$ cat config.mk
export PLATFORM = sky130hd
export DESIGN_NAME = ir_pulse_frame_decoder
export DESIGN_NICKNAME = d
export VERILOG_FILES = /design/src/rtl/irpfd_pkg.sv /design/src/rtl/irpfd_classify.sv /design/src/rtl/irpfd_queue.sv /design/src/rtl/irpfd_assemble.sv /design/src/rtl/ir_pulse_frame_decoder.sv
export SDC_FILE = /design/constraint.sdc
export NUM_CORES = 1
export LEC_CHECK = 0
export BUFFER_PORTS_ARGS = -buffer_cell sky130_fd_sc_hd__buf_2
export CORE_AREA = 2 2 156 173
export CTS_BUF_LIST = sky130_fd_sc_hd__clkbuf_8
export DETAILED_ROUTE_END_ITERATION = 16
export DIE_AREA = 0 0 158 175
export PLACE_DENSITY_LB_ADDON = 0.05
export SLEW_MARGIN = 20
export SYNTH_ARGS = -nofsm -noshare
export SYNTH_HDL_FRONTEND = slang
export SYNTH_HIERARCHICAL = 1
export SYNTH_SLANG_ARGS = --single-unit
$ cat constraint.sdc
create_clock -name clk -period 5.3 [get_ports clk]
set_input_delay 0.265 -clock clk [delete_from_list [all_inputs] [get_ports clk]]
set_output_delay 0.265 -clock clk [all_outputs]
set_load 0.1 [all_outputs]
$ cat src/rtl/irpfd_pkg.sv
// ============================================================================
// irpfd_pkg
// Shared types and constants for the infrared pulse frame decoder.
// ============================================================================
package irpfd_pkg;

    localparam int FRAME_BITS_DEF = 32;
    localparam int WIDTH_W        = 16;
    localparam int WORD_W         = 32;
    localparam int BYTE_W         = 8;
    localparam int CFG_IDX_W      = 2;
    localparam int OUT_TDATA_W    = 48;

    localparam logic [CFG_IDX_W-1:0] REG_BREAK_CENTER = 2'd0;
    localparam logic [CFG_IDX_W-1:0] REG_SHORT_CENTER = 2'd1;
    localparam logic [CFG_IDX_W-1:0] REG_LONG_CENTER  = 2'd2;
    localparam logic [CFG_IDX_W-1:0] REG_TOLERANCE    = 2'd3;

    typedef enum logic [1:0] {
        BIT_NONE = 2'd0,
        BIT_ZERO = 2'd1,
        BIT_ONE  = 2'd2
    } bit_kind_t;

    typedef struct packed {
        logic      lead;
        bit_kind_t kind;
    } pulse_class_t;

    localparam int CLASS_W = $bits(pulse_class_t);

endpackage

$ cat src/rtl/irpfd_classify.sv
// ============================================================================
// irpfd_classify
// Front end: holds the window registers and sorts each pulse into the
// leader window and the zero or one bit windows.
// ============================================================================
module irpfd_classify
(
    input  logic                                clk,
    input  logic                                rst_n,
    input  logic                                cfg_we,
    input  logic [irpfd_pkg::CFG_IDX_W-1:0]     cfg_index,
    input  logic [irpfd_pkg::WIDTH_W-1:0]       cfg_data,
    input  logic [irpfd_pkg::WIDTH_W-1:0]       pulse_width,
    output irpfd_pkg::pulse_class_t             pulse_class
);

    localparam int EXT_W = irpfd_pkg::WIDTH_W + 2;

    logic [irpfd_pkg::WIDTH_W-1:0] break_center_reg;
    logic [irpfd_pkg::WIDTH_W-1:0] short_center_reg;
    logic [irpfd_pkg::WIDTH_W-1:0] long_center_reg;
    logic [irpfd_pkg::WIDTH_W-1:0] tolerance_reg;

    logic in_break;
    logic in_short;
    logic in_long;

    always_ff @(posedge clk or negedge rst_n)
    begin
        if (!rst_n)
        begin
            break_center_reg <= 16'd562;
            short_center_reg <= 16'd67;
            long_center_reg  <= 16'd187;
            tolerance_reg    <= 16'd50;
        end
        else if (cfg_we)
        begin
            unique case (cfg_index)
                irpfd_pkg::REG_BREAK_CENTER: break_center_reg <= cfg_data;
                irpfd_pkg::REG_SHORT_CENTER: short_center_reg <= cfg_data;
                irpfd_pkg::REG_LONG_CENTER:  long_center_reg  <= cfg_data;
                irpfd_pkg::REG_TOLERANCE:    tolerance_reg    <= cfg_data;
                default: ;
            endcase
        end
    end

    function automatic logic in_window(
        input logic [irpfd_pkg::WIDTH_W-1:0] w,
        input logic [irpfd_pkg::WIDTH_W-1:0] center,
        input logic [irpfd_pkg::WIDTH_W-1:0] tol
    );
        logic signed [EXT_W-1:0] v;
        logic signed [EXT_W-1:0] lo;
        logic signed [EXT_W-1:0] hi;
        v  = $signed({2'b00, w});
        lo = $signed({2'b00, center}) - $signed({2'b00, tol});
        hi = $signed({2'b00, center}) + $signed({2'b00, tol});
        return (v > lo) && (v < hi);
    endfunction

    always_comb
    begin
        in_break = in_window(pulse_width, break_center_reg, tolerance_reg);
        in_short = in_window(pulse_width, short_center_reg, tolerance_reg);
        in_long  = in_window(pulse_width, long_center_reg, tolerance_reg);

        pulse_class.lead = in_break;
        if (in_short)
        begin
            pulse_class.kind = irpfd_pkg::BIT_ZERO;
        end
        else if (in_long)
        begin
            pulse_class.kind = irpfd_pkg::BIT_ONE;
        end
        else
        begin
            pulse_class.kind = irpfd_pkg::BIT_NONE;
        end
    end

endmodule

$ cat src/rtl/irpfd_queue.sv
// ============================================================================
// irpfd_queue
// Two-entry queue of classified pulses between the front and back ends.
// ============================================================================
module irpfd_queue
(
    input  logic                     clk,
    input  logic                     rst_n,
    input  logic                     push,
    input  irpfd_pkg::pulse_class_t  push_data,
    output logic                     full,
    input  logic                     pop,
    output logic                     valid,
    output irpfd_pkg::pulse_class_t  pop_data
);

    irpfd_pkg::pulse_class_t mem_reg [2];
    logic       wr_ptr_reg;
    logic       rd_ptr_reg;
    logic [1:0] count_reg;
    logic [1:0] count_next;

    assign full     = (count_reg == 2'd2);
    assign valid    = (count_reg != 2'd0);
    assign pop_data = mem_reg[rd_ptr_reg];

    always_comb
    begin
        count_next = count_reg;
        if (push && !pop)
        begin
            count_next = count_reg + 2'd1;
        end
        else if (pop && !push)
        begin
            count_next = count_reg - 2'd1;
        end
    end

    always_ff @(posedge clk)
    begin
        if (push)
        begin
            mem_reg[wr_ptr_reg] <= push_data;
        end
    end

    always_ff @(posedge clk or negedge rst_n)
    begin
        if (!rst_n)
        begin
            wr_ptr_reg <= 1'b0;
            rd_ptr_reg <= 1'b0;
            count_reg  <= 2'd0;
        end
        else
        begin
            if (push)
            begin
                wr_ptr_reg <= ~wr_ptr_reg;
            end
            if (pop)
            begin
                rd_ptr_reg <= ~rd_ptr_reg;
            end
            count_reg <= count_next;
        end
    end

endmodule

$ cat src/rtl/irpfd_assemble.sv
// ============================================================================
// irpfd_assemble
// Back end: tracks the frame, shifts in bits and holds the finished frame in
// an output register until the downstream side takes it.
// ============================================================================
module irpfd_assemble
#(
    parameter int FRAME_BITS = irpfd_pkg::FRAME_BITS_DEF
)
(
    input  logic                                  clk,
    input  logic                                  rst_n,
    input  logic                                  q_valid,
    input  irpfd_pkg::pulse_class_t               q_data,
    output logic                                  q_pop,
    output logic                                  m_tvalid,
    input  logic                                  m_tready,
    output logic [irpfd_pkg::OUT_TDATA_W-1:0]     m_tdata
);

    localparam int CNT_W = $clog2(FRAME_BITS + 2);
    localparam logic [CNT_W-1:0] END_COUNT = CNT_W'(FRAME_BITS + 1);
    localparam int PAD_W = irpfd_pkg::OUT_TDATA_W - irpfd_pkg::WORD_W
                           - irpfd_pkg::BYTE_W - 1;

    logic [CNT_W-1:0]               bit_count_reg;
    logic [CNT_W-1:0]               bit_count_next;
    logic [irpfd_pkg::WORD_W-1:0]   shift_word_reg;
    logic [irpfd_pkg::WORD_W-1:0]   shift_word_next;
    logic [irpfd_pkg::WORD_W-1:0]   word_upd;
    logic [CNT_W-1:0]               count_upd;
    logic                           out_valid_reg;
    logic                           out_valid_next;
    logic [irpfd_pkg::WORD_W-1:0]   out_word_reg;
    logic [irpfd_pkg::WORD_W-1:0]   out_word_next;
    logic                           done;

    assign q_pop = q_valid && (!out_valid_reg || m_tready);

    always_comb
    begin
        count_upd = bit_count_reg;
        word_upd  = shift_word_reg;
        if (bit_count_reg == '0)
        begin
            if (q_data.lead)
            begin
                count_upd = CNT_W'(1);
            end
        end
        else
        begin
            unique case (q_data.kind)
                irpfd_pkg::BIT_ZERO:
                begin
                    count_upd = bit_count_reg + CNT_W'(1);
                    word_upd  = {shift_word_reg[irpfd_pkg::WORD_W-2:0], 1'b0};
                end
                irpfd_pkg::BIT_ONE:
                begin
                    count_upd = bit_count_reg + CNT_W'(1);
                    word_upd  = {shift_word_reg[irpfd_pkg::WORD_W-2:0], 1'b1};
                end
                default: ;
            endcase
        end

        done            = (count_upd == END_COUNT);
        bit_count_next  = bit_count_reg;
        shift_word_next = shift_word_reg;
        out_word_next   = out_word_reg;
        out_valid_next  = out_valid_reg && !m_tready;

        if (q_pop)
        begin
            if (done)
            begin
                bit_count_next  = '0;
                shift_word_next = word_upd + irpfd_pkg::WORD_W'(1);
                out_word_next   = word_upd;
                out_valid_next  = 1'b1;
            end
            else
            begin
                bit_count_next  = count_upd;
                shift_word_next = word_upd;
            end
        end
    end

    always_ff @(posedge clk or negedge rst_n)
    begin
        if (!rst_n)
        begin
            bit_count_reg  <= '0;
            shift_word_reg <= '0;
            out_valid_reg  <= 1'b0;
        end
        else
        begin
            bit_count_reg  <= bit_count_next;
            shift_word_reg <= shift_word_next;
            out_valid_reg  <= out_valid_next;
        end
    end

    always_ff @(posedge clk)
    begin
        out_word_reg <= out_word_next;
    end

    assign m_tvalid = out_valid_reg;
    assign m_tdata  = {
        {PAD_W{1'b0}},
        (out_word_reg[15:8] == ~out_word_reg[7:0]),
        out_word_reg[15:8],
        out_word_reg
    };

endmodule

$ cat src/rtl/ir_pulse_frame_decoder.sv
// ============================================================================
// ir_pulse_frame_decoder
// Pulse-width frame decoder for a pulse-distance infrared remote protocol.
// ============================================================================
// Usage:
// The slave stream carries one measured pulse width per beat. A width inside
// the leader window starts a frame; inside a frame, short and long widths
// shift in a zero or a one, and all other widths are ignored.
// Once FRAME_BITS bits are in, one beat goes out on the master stream with
// the frame word, its command byte and a check flag that is set when the
// command byte equals the inverse of the low byte.
// The window registers are written by the user through the cfg port only
// while the block is idle, which the block does not enforce: 0 leader center,
// 1 short center, 2 long center, 3 tolerance. A pulse beat is accepted in
// every cycle while the two-entry queue between the classifier and the frame
// assembler has room. The frame beat comes from the output register. When
// the receiver stalls, the output register holds its beat, the assembler
// stops, and the queue fills; s_tready falls once two pulses are queued.
// Reset clears the frame state and the queue and loads the default windows.
// ============================================================================
module ir_pulse_frame_decoder
#(
    parameter int FRAME_BITS = irpfd_pkg::FRAME_BITS_DEF
)
(
    input  logic                                  clk,
    input  logic                                  rst_n,
    input  logic                                  cfg_we,
    input  logic [irpfd_pkg::CFG_IDX_W-1:0]       cfg_index,
    input  logic [irpfd_pkg::WIDTH_W-1:0]         cfg_data,
    input  logic                                  s_tvalid,
    output logic                                  s_tready,
    // s_tdata: pulse_width[15:0]
    input  logic [irpfd_pkg::WIDTH_W-1:0]         s_tdata,
    output logic                                  m_tvalid,
    input  logic                                  m_tready,
    // m_tdata: frame_word[31:0], command_byte[39:32], frame_valid[40], zero
    output logic [irpfd_pkg::OUT_TDATA_W-1:0]     m_tdata
);

    irpfd_pkg::pulse_class_t pulse_class;
    irpfd_pkg::pulse_class_t q_data;
    logic                    q_full;
    logic                    q_valid;
    logic                    q_pop;
    logic                    q_push;

    assign s_tready = !q_full;
    assign q_push   = s_tvalid && !q_full;

    irpfd_classify u_classify
    (
        .clk         (clk),
        .rst_n       (rst_n),
        .cfg_we      (cfg_we),
        .cfg_index   (cfg_index),
        .cfg_data    (cfg_data),
        .pulse_width (s_tdata),
        .pulse_class (pulse_class)
    );

    irpfd_queue u_queue
    (
        .clk       (clk),
        .rst_n     (rst_n),
        .push      (q_push),
        .push_data (pulse_class),
        .full      (q_full),
        .pop       (q_pop),
        .valid     (q_valid),
        .pop_data  (q_data)
    );

    irpfd_assemble #(
        .FRAME_BITS (FRAME_BITS)
    ) u_assemble
    (
        .clk      (clk),
        .rst_n    (rst_n),
        .q_valid  (q_valid),
        .q_data   (q_data),
        .q_pop    (q_pop),
        .m_tvalid (m_tvalid),
        .m_tready (m_tready),
        .m_tdata  (m_tdata)
    );

`ifndef SYNTHESIS
    a_pop_needs_data: assert property (@(posedge clk) disable iff (!rst_n)
        q_pop |-> q_valid)
        else $error("queue popped while empty");

    a_check_flag: assert property (@(posedge clk) disable iff (!rst_n)
        m_tvalid |-> (m_tdata[40] == (m_tdata[15:8] == ~m_tdata[7:0])))
        else $error("frame check flag does not match frame word");

    a_cmd_byte: assert property (@(posedge clk) disable iff (!rst_n)
        m_tvalid |-> (m_tdata[39:32] == m_tdata[15:8]))
        else $error("command byte does not match frame word");

    a_stall_no_pop: assert property (@(posedge clk) disable iff (!rst_n)
        (m_tvalid && !m_tready) |-> !q_pop)
        else $error("assembler advanced while output stalled");
`endif

endmodule
==> flow_summary.toml, run 1 <==
[final_layout]
syn2layout_area_growth_pct = 7.56
diodes = 0
design_area_sq_um = 14600
nNetsFinal = 1758
drive_above_1_share = 0.159
fin_util = 0.562

[clock_tree]
cts_max_path_buffers = 2
cts_resized = 0
cts_setup_buffers = 0
cts-root-buf = "clkbuf_8"
clk_latency_ns = 0.48
clk_pin_slew_worst_paths_ns = 0.10
cts_buffers = 17
cts_num_sinks = 145
htree_levels = 4
cts_tree = "built"

[sta]
clock-skew-final_ns = 0.0134
postLayoutSetupSlackWorst_ns = 0.921
worst_hold_slack_ns = 0.0558
slew_violations = 0
fin_crit_ns = 4.38
setup_violations = 0
hold_viol_final = 0
fmax_ghz = 0.228
worst_pin_slew_ns = 1.13
rsz0062_at_grt = "false"
slew_headroom = 0.246
period_share = 0.826
fin_tns_setup_ns = 0

[die]
dieArea_sq_um = 27700
rows = 62
io_pins = 89
coreArea_sq_um = 25900
die_h_microns = 175
initial_core_util = 0.523
die_x_microns = 158

[synthesis]
synthXorXnorAreaFrac = 0.0653
async_reset_ff_frac = 0.738
synth.largest_area_cell = "ha_1"
netlist_instances = 1474
synth_most_common_cell = "ha_1"
yosys.area_share.simple = 0.157
synth_edf_count = 38
synth_mux_area_frac = 0.0608
synth_compound_area_frac = 0.191
synth_top_family_by_area = "compound AO/OA/AOI/OAI gates"
synthFlopType = "dfrtp_1"
synth_fa_ha_area_frac = 0.189
seq_area_frac_synth = 0.283
synth_cell_types = 98
ys_ff_latch = 145
syn_area_per_cell_sq_um = 9.19
yosysTopAreaCellShare = 0.180
ys_warn_count = 6
synth_common_cells = "ha_1 (195), nand2_1 (105), inv_1 (96), a21oi_1 (92)"
synthTopCellsByArea = "ha_1 (18%), dfrtp_1 (17%), edfxtp_1 (8.4%)"
synth_area_sq_um = 13500

[global_routing]
grt_max_degree = 69
grt_antenna_before_repair = 0
grt_usage = 0.262
grt_pass1_vias = 10455
overflow = 0
grt_pass1_wl_mm = 56.8

[power]
ir_drop_mv = 0.343
power_density_nw_per_um2 = 504
p_leak_nw = 6.48

[worst_setup_path]
cp_max_fo = 8
ff2ff_setup_slack_ns = 0.92
worst_setup_path_end_kind = "register"
cp.arrival_ns = 4.58
critPathBufInv = 1
cp-start-kind = "register"
cpPeakStageDelay_ns = 0.60
cp_top_family = "compound AO/OA/AOI/OAI gates"
crit_chain = "inv_1 > ha_1 > nor2b_1 > o21ai_1 > a21oi_1 > o21ai_0 > a211oi_1 > o221a_2 > o41ai_2 > xor2_1 > ha_1 > a21oi_1 > nand3b_1 > a211oi_1 > o22ai_1 > a31oi_1 > a31oi_1"
required_ns = 5.50
path_class = "register to register"
cpMaxStageDelayCell = "dfstp_2"

[placed_design]
dp_slack_ns = 0.930
dp_hpwl_mm = 27.1
placed_area_sq_um = 14200
port-buffer-count = 81
gp_congestion = 0.888

[worst_hold_path]
min_path_type = "primary input to register"

[route]
drc = 0
ant_nets = 0
viasPerCell = 5.91
first_pass_iters = 5
drt_iter0_markers = 742
drt-total-wl_mm = 35.4
vias = 11122
wire_per_inst_microns = 18.8

[status]
status = "completed"

[run]
max_cap_violations = 0
==> metal layers <==
metal	part of all wire	global-route usage	up-vias
met5	0	0	-
li1	-	-	5416
met1	0.50	0.388	5388
met3	0.042	0.0325	44
met2	0.44	0.402	274
met4	0.021	0.0739	0
==> per-stage QoR <==
stage | cells | power, W
global placement | 1850 | 0.00625
floorplan | 1480 | 0.00528
detailed placement | 1850 | 0.00632
finish | 1883 | 0.00735
global route | 1883 | 0.00803
CTS | 1883 | 0.00732
==> path summary, 6_finish.rpt <==
path                                                         start                                          end  cells after the start
max                        u_classify/tolerance_reg[1]$_DFFE_PN1P_              u_queue/mem_reg[0][2]$_DFFE_PP_                     17
min in group asynchronous                                    rst_n  u_classify/short_center_reg[15]$_DFFE_PN0P_                      2
min reg2reg                       u_queue/count_reg[1]$_DFFE_PN0P_             u_queue/count_reg[1]$_DFFE_PN0P_                      1
min                                                    cfg_data[1]      u_classify/tolerance_reg[1]$_DFFE_PN1P_                      2
max in group asynchronous                                    rst_n    u_assemble/shift_word_reg[20]$_DFFE_PN0P_                      3
max reg2reg                u_classify/tolerance_reg[1]$_DFFE_PN1P_              u_queue/mem_reg[0][2]$_DFFE_PP_                     17
==> cell type report <==
| type | count | area [sq um] |
|---|---|---|
| Clock inverter | 15 | 170 |
| Sequential cell | 145 | 3840 |
| Timing Repair Buffer | 92 | 493 |
| Clock buffer | 17 | 234 |
| Multi-Input combinational cell | 1165 | 9030 |
| Inverter | 97 | 364 |
| Tap cell | 352 | 440 |
| Fill cell | 2385 | 11300 |
==> timing repair <==
action	in CTS	in global routing
hold buffers	1	0
setup endpoints to repair	0	0
hold endpoints to repair	34	0
==> logic make-up after synthesis <==
group                      after synthesis
other                                    1
adders and majority gates              201
muxes                                   74
DFF                                    145
and+or+nand+nor                        417
AOI/OAI and AO/OA                      365
xor gates and xnor gates               101
buffers and inverters                  170
==> report_power, final <==
| part | internal, W | switching, W |
|---|---|---|
| clock | 0.000432 | 0.000509 |
| combinational | 0.00190 | 0.00283 |
| sequential | 0.00142 | 0.000253 |
| total | 0.00375 | 0.00359 |
==> layout by cell type, fill, tap and decap left out, types with 34 or more instances in the layout <==
cell type / instances
nor3_1: 34
o21ai_0: 65
mux2_2: 66
nand3_1: 36
edfxtp_1: 38
buf_2: 80
dfrtp_1: 91
ha_1: 195
nand2_1: 104
inv_1: 96
nor2_1: 90
a21oi_1: 91
xnor2_1: 68
Note: power is estimated with default switching activity, not from simulation.
==> run 2: changes to the inputs <==
--- a/config.mk
+++ b/config.mk
@@ -5,11 +5,12 @@
 export SDC_FILE = /design/constraint.sdc
 export NUM_CORES = 1
 export LEC_CHECK = 0
+export ABC_AREA = 1
 export BUFFER_PORTS_ARGS = -buffer_cell sky130_fd_sc_hd__buf_2
-export CORE_AREA = 2 2 156 173
+export CORE_AREA = 2 2 162 180
 export CTS_BUF_LIST = sky130_fd_sc_hd__clkbuf_8
 export DETAILED_ROUTE_END_ITERATION = 16
-export DIE_AREA = 0 0 158 175
+export DIE_AREA = 0 0 164 182
 export PLACE_DENSITY_LB_ADDON = 0.05
 export SLEW_MARGIN = 20
 export SYNTH_ARGS = -nofsm -noshare
==> constraint.sdc (replaced) <==
create_clock -name clk -period 4.4 [get_ports clk]
set_input_delay 0.22 -clock clk [delete_from_list [all_inputs] [get_ports clk]]
set_output_delay 0.22 -clock clk [all_outputs]
set_load 0.1 [all_outputs]
==> flow_summary.toml, run 2 <==
[sta]
hold_viol_final = 0
clock-skew-final_ns = 0.0163
postLayoutSetupSlackWorst_ns = 0.648
slew_violations = 0
rsz0062_at_grt = "false"
fmax_ghz = 0.267
setup_violations = 0
fin_crit_ns = 3.75
worst_pin_slew_ns = 0.986
slew_headroom = 0.341
period_share = 0.853
fin_tns_setup_ns = 0

[route]
drt_iter0_markers = 802
ant_nets = 0
vias = 13379
viasPerCell = 5.38
drt-total-wl_mm = 41.0
first_pass_iters = 6
drc = 0
wire_per_inst_microns = 16.5

[global_routing]
overflow = 0
grt_antenna_before_repair = 0
grt_max_degree = 66
grt_usage = 0.281
grt_pass1_vias = 12975
grt_pass1_wl_mm = 65.5

[final_layout]
diodes = 0
final_common_cell = "nand2_1"
nNetsFinal = 2346
syn2layout_area_growth_pct = 6.40
drive_above_1_share = 0.121
final_cell_mix = "nand2_1 (610), inv_1 (225), ha_1 (195), nor2_1 (128), nand3_1 (118)"

[placed_design]
dp_hpwl_mm = 32.2
port-buffer-count = 81
gp_congestion = 1.01
dp_slack_ns = 0.634

[clock_tree]
cts_max_path_buffers = 2
cts-root-buf = "clkbuf_8"
cts_resized = 0
cts_buffers = 17
cts_setup_buffers = 0
cts_tree = "built"
cts_num_sinks = 145
clk_pin_slew_worst_paths_ns = 0.09
htree_levels = 4
clk_latency_ns = 0.48

[synthesis]
synth.largest_area_cell = "ha_1"
ys_ff_latch = 145
synthFlopType = "dfrtp_1"
ys_warn_count = 6
synth_common_cells = "nand2_1 (611), inv_1 (223), ha_1 (195), nor2_1 (129), nand3_1 (119)"
syn_area_per_cell_sq_um = 7.13
synth_most_common_cell = "nand2_1"
synth_cell_types = 54
async_reset_ff_frac = 0.738
seq_area_frac_synth = 0.261
synth_edf_count = 38
synth_area_sq_um = 14700
yosysTopAreaCellShare = 0.166
netlist_instances = 2061
synthTopCellsByArea = "ha_1 (17%), nand2_1 (16%), dfrtp_1 (15%)"

[run]
max_cap_violations = 0

[status]
status = "completed"

[worst_setup_path]
cp_max_fo = 8
cpPeakStageDelay_ns = 0.60
cp-start-kind = "register"
reg2reg_depth = 20
cpMaxStageDelayCell = "dfstp_2"
worst_setup_path_end_kind = "register"
cpMostUsedCell = "nand2_1"
crit_chain = "inv_1 > ha_1 > nand2_1 > nor2_1 > a211oi_2 > o21ai_2 > a21oi_1 > o21ai_1 > xor2_1 > ha_1 > nand2_1 > nor3_1 > nand2_1 > nand2_1 > nand2_1 > nand2_1 > nand2_1 > nand2_1 > nand3_1 > nor2_2"
ff2ff_setup_slack_ns = 0.65
reg2reg_from = "u_classify/tolerance_reg[1]$_DFFE_PN1P_"
required_ns = 4.73
timing.rr.end = "u_queue/mem_reg[0][1]$_DFFE_PP_"
path_class = "register to register"
critPathBufInv = 1
cp_top_family = "simple AND/OR/NAND/NOR gates"
cp.arrival_ns = 4.08

[power]
ir_drop_mv = 0.358
power_density_nw_per_um2 = 711
p_leak_nw = 8.14

[die]
rows = 65
die_x_microns = 164
dieArea_sq_um = 29800
coreArea_sq_um = 28200
io_pins = 89
initial_core_util = 0.521
die_h_microns = 182

[worst_hold_path]
whs_endpoint = "u_classify/break_center_reg[12]$_DFFE_PN0P_"
hp-start = "cfg_data[12]"
min_path_type = "primary input to register"
hold_path_depth = 3
-- run 2: cell count changes after synthesis, sizes merged, moves of 29 or more --
cell,change
mux2,-63
xnor2,-60
nand2,+526
a21oi,+30
nand3,+92
nor2,+56
xor2,+60
o21ai,+70
buf,+29
inv,+155
-- run 2: report_power, final --
group | switching, W | internal (W) | total (W)
sequential | 0.000328 | 0.00189 | 0.00222
clock | 0.000578 | 0.000458 | 0.00104
combinational | 0.00534 | 0.00253 | 0.00787
-- run 2: tightest hold or removal path: stages --
cell and delay [ns]:
buf_2 0.07, inv_1 0.06, o21ai_0 0.15
-- run 2: what timing repair did --
| item | in CTS | in global routing |
|---|---|---|
| hold endpoints to repair | 60 | 0 |
| hold buffers | 5 | 0 |
| setup endpoints to repair | 0 | 0 |
-- run 2: how the worst max path moves through the flow --
stage,from,slack [ns],cells after the start,to
floorplan,u_queue/rd_ptr_reg$_DFFE_PN0P_,0.67,12,u_assemble/out_word_reg[0]$_DFFE_PP_
global placement,u_classify/tolerance_reg[1]$_DFFE_PN1P_,0.72,20,u_queue/mem_reg[0][1]$_DFFE_PP_
detailed placement,u_classify/tolerance_reg[1]$_DFFE_PN1P_,0.63,20,u_queue/mem_reg[0][1]$_DFFE_PP_
CTS,u_classify/tolerance_reg[1]$_DFFE_PN1P_,0.61,20,u_queue/mem_reg[0][1]$_DFFE_PP_
global route,u_classify/tolerance_reg[1]$_DFFE_PN1P_,0.28,17,u_queue/mem_reg[0][1]$_DFFE_PP_
finish,u_classify/tolerance_reg[1]$_DFFE_PN1P_,0.65,20,u_queue/mem_reg[0][1]$_DFFE_PP_
-- run 2: routing by layer --
metal,GRT usage,routed length (microns),share of wire,vias up
met5,0,0,0,-
met4,0.108,1350,0.033,0
met3,0.0311,1370,0.033,72
met2,0.516,21000,0.51,326
met1,0.332,17200,0.42,6236
li1,-,-,-,6745
-- run 2: final cells by class --
| type | count | area [sq um] |
|---|---|---|
| fillers | 2788 | 12600 |
| clock inverters | 14 | 118 |
| multi-input cells | 1589 | 9450 |
| repair buffers | 101 | 571 |
| flip-flops and latches | 145 | 3840 |
| inverters | 252 | 951 |
| clock buffers | 18 | 248 |
| well taps | 368 | 460 |
-- run 2: stage by stage --
stage	instance area, sq um	instances	power (W)	utilization	hold WS (ns)
floorplan	14700	2067	0.00826	-	-0.0756
global placement	15200	2450	0.00989	0.539	0.405
detailed placement	15200	2450	0.0100	0.539	0.397
CTS	15600	2487	0.0111	0.554	0.0245
global route	15600	2487	0.0123	0.554	0.0471
finish	15600	2487	0.0111	0.554	0.0594
-- run 2: cell families (layout without fill, tap and decap cells) --
kind of cell    count (synthesis)  count (layout)  synth area share
buf+inv                       333             385            0.0982
mux                             3               3           0.00230
simple gates                  966             966             0.281
flops                         145             145             0.261
xor+xnor                      101             101            0.0602
fa+ha+maj                     201             201             0.174
other cells                     1               7          0.000255
compound gates                311             311             0.123
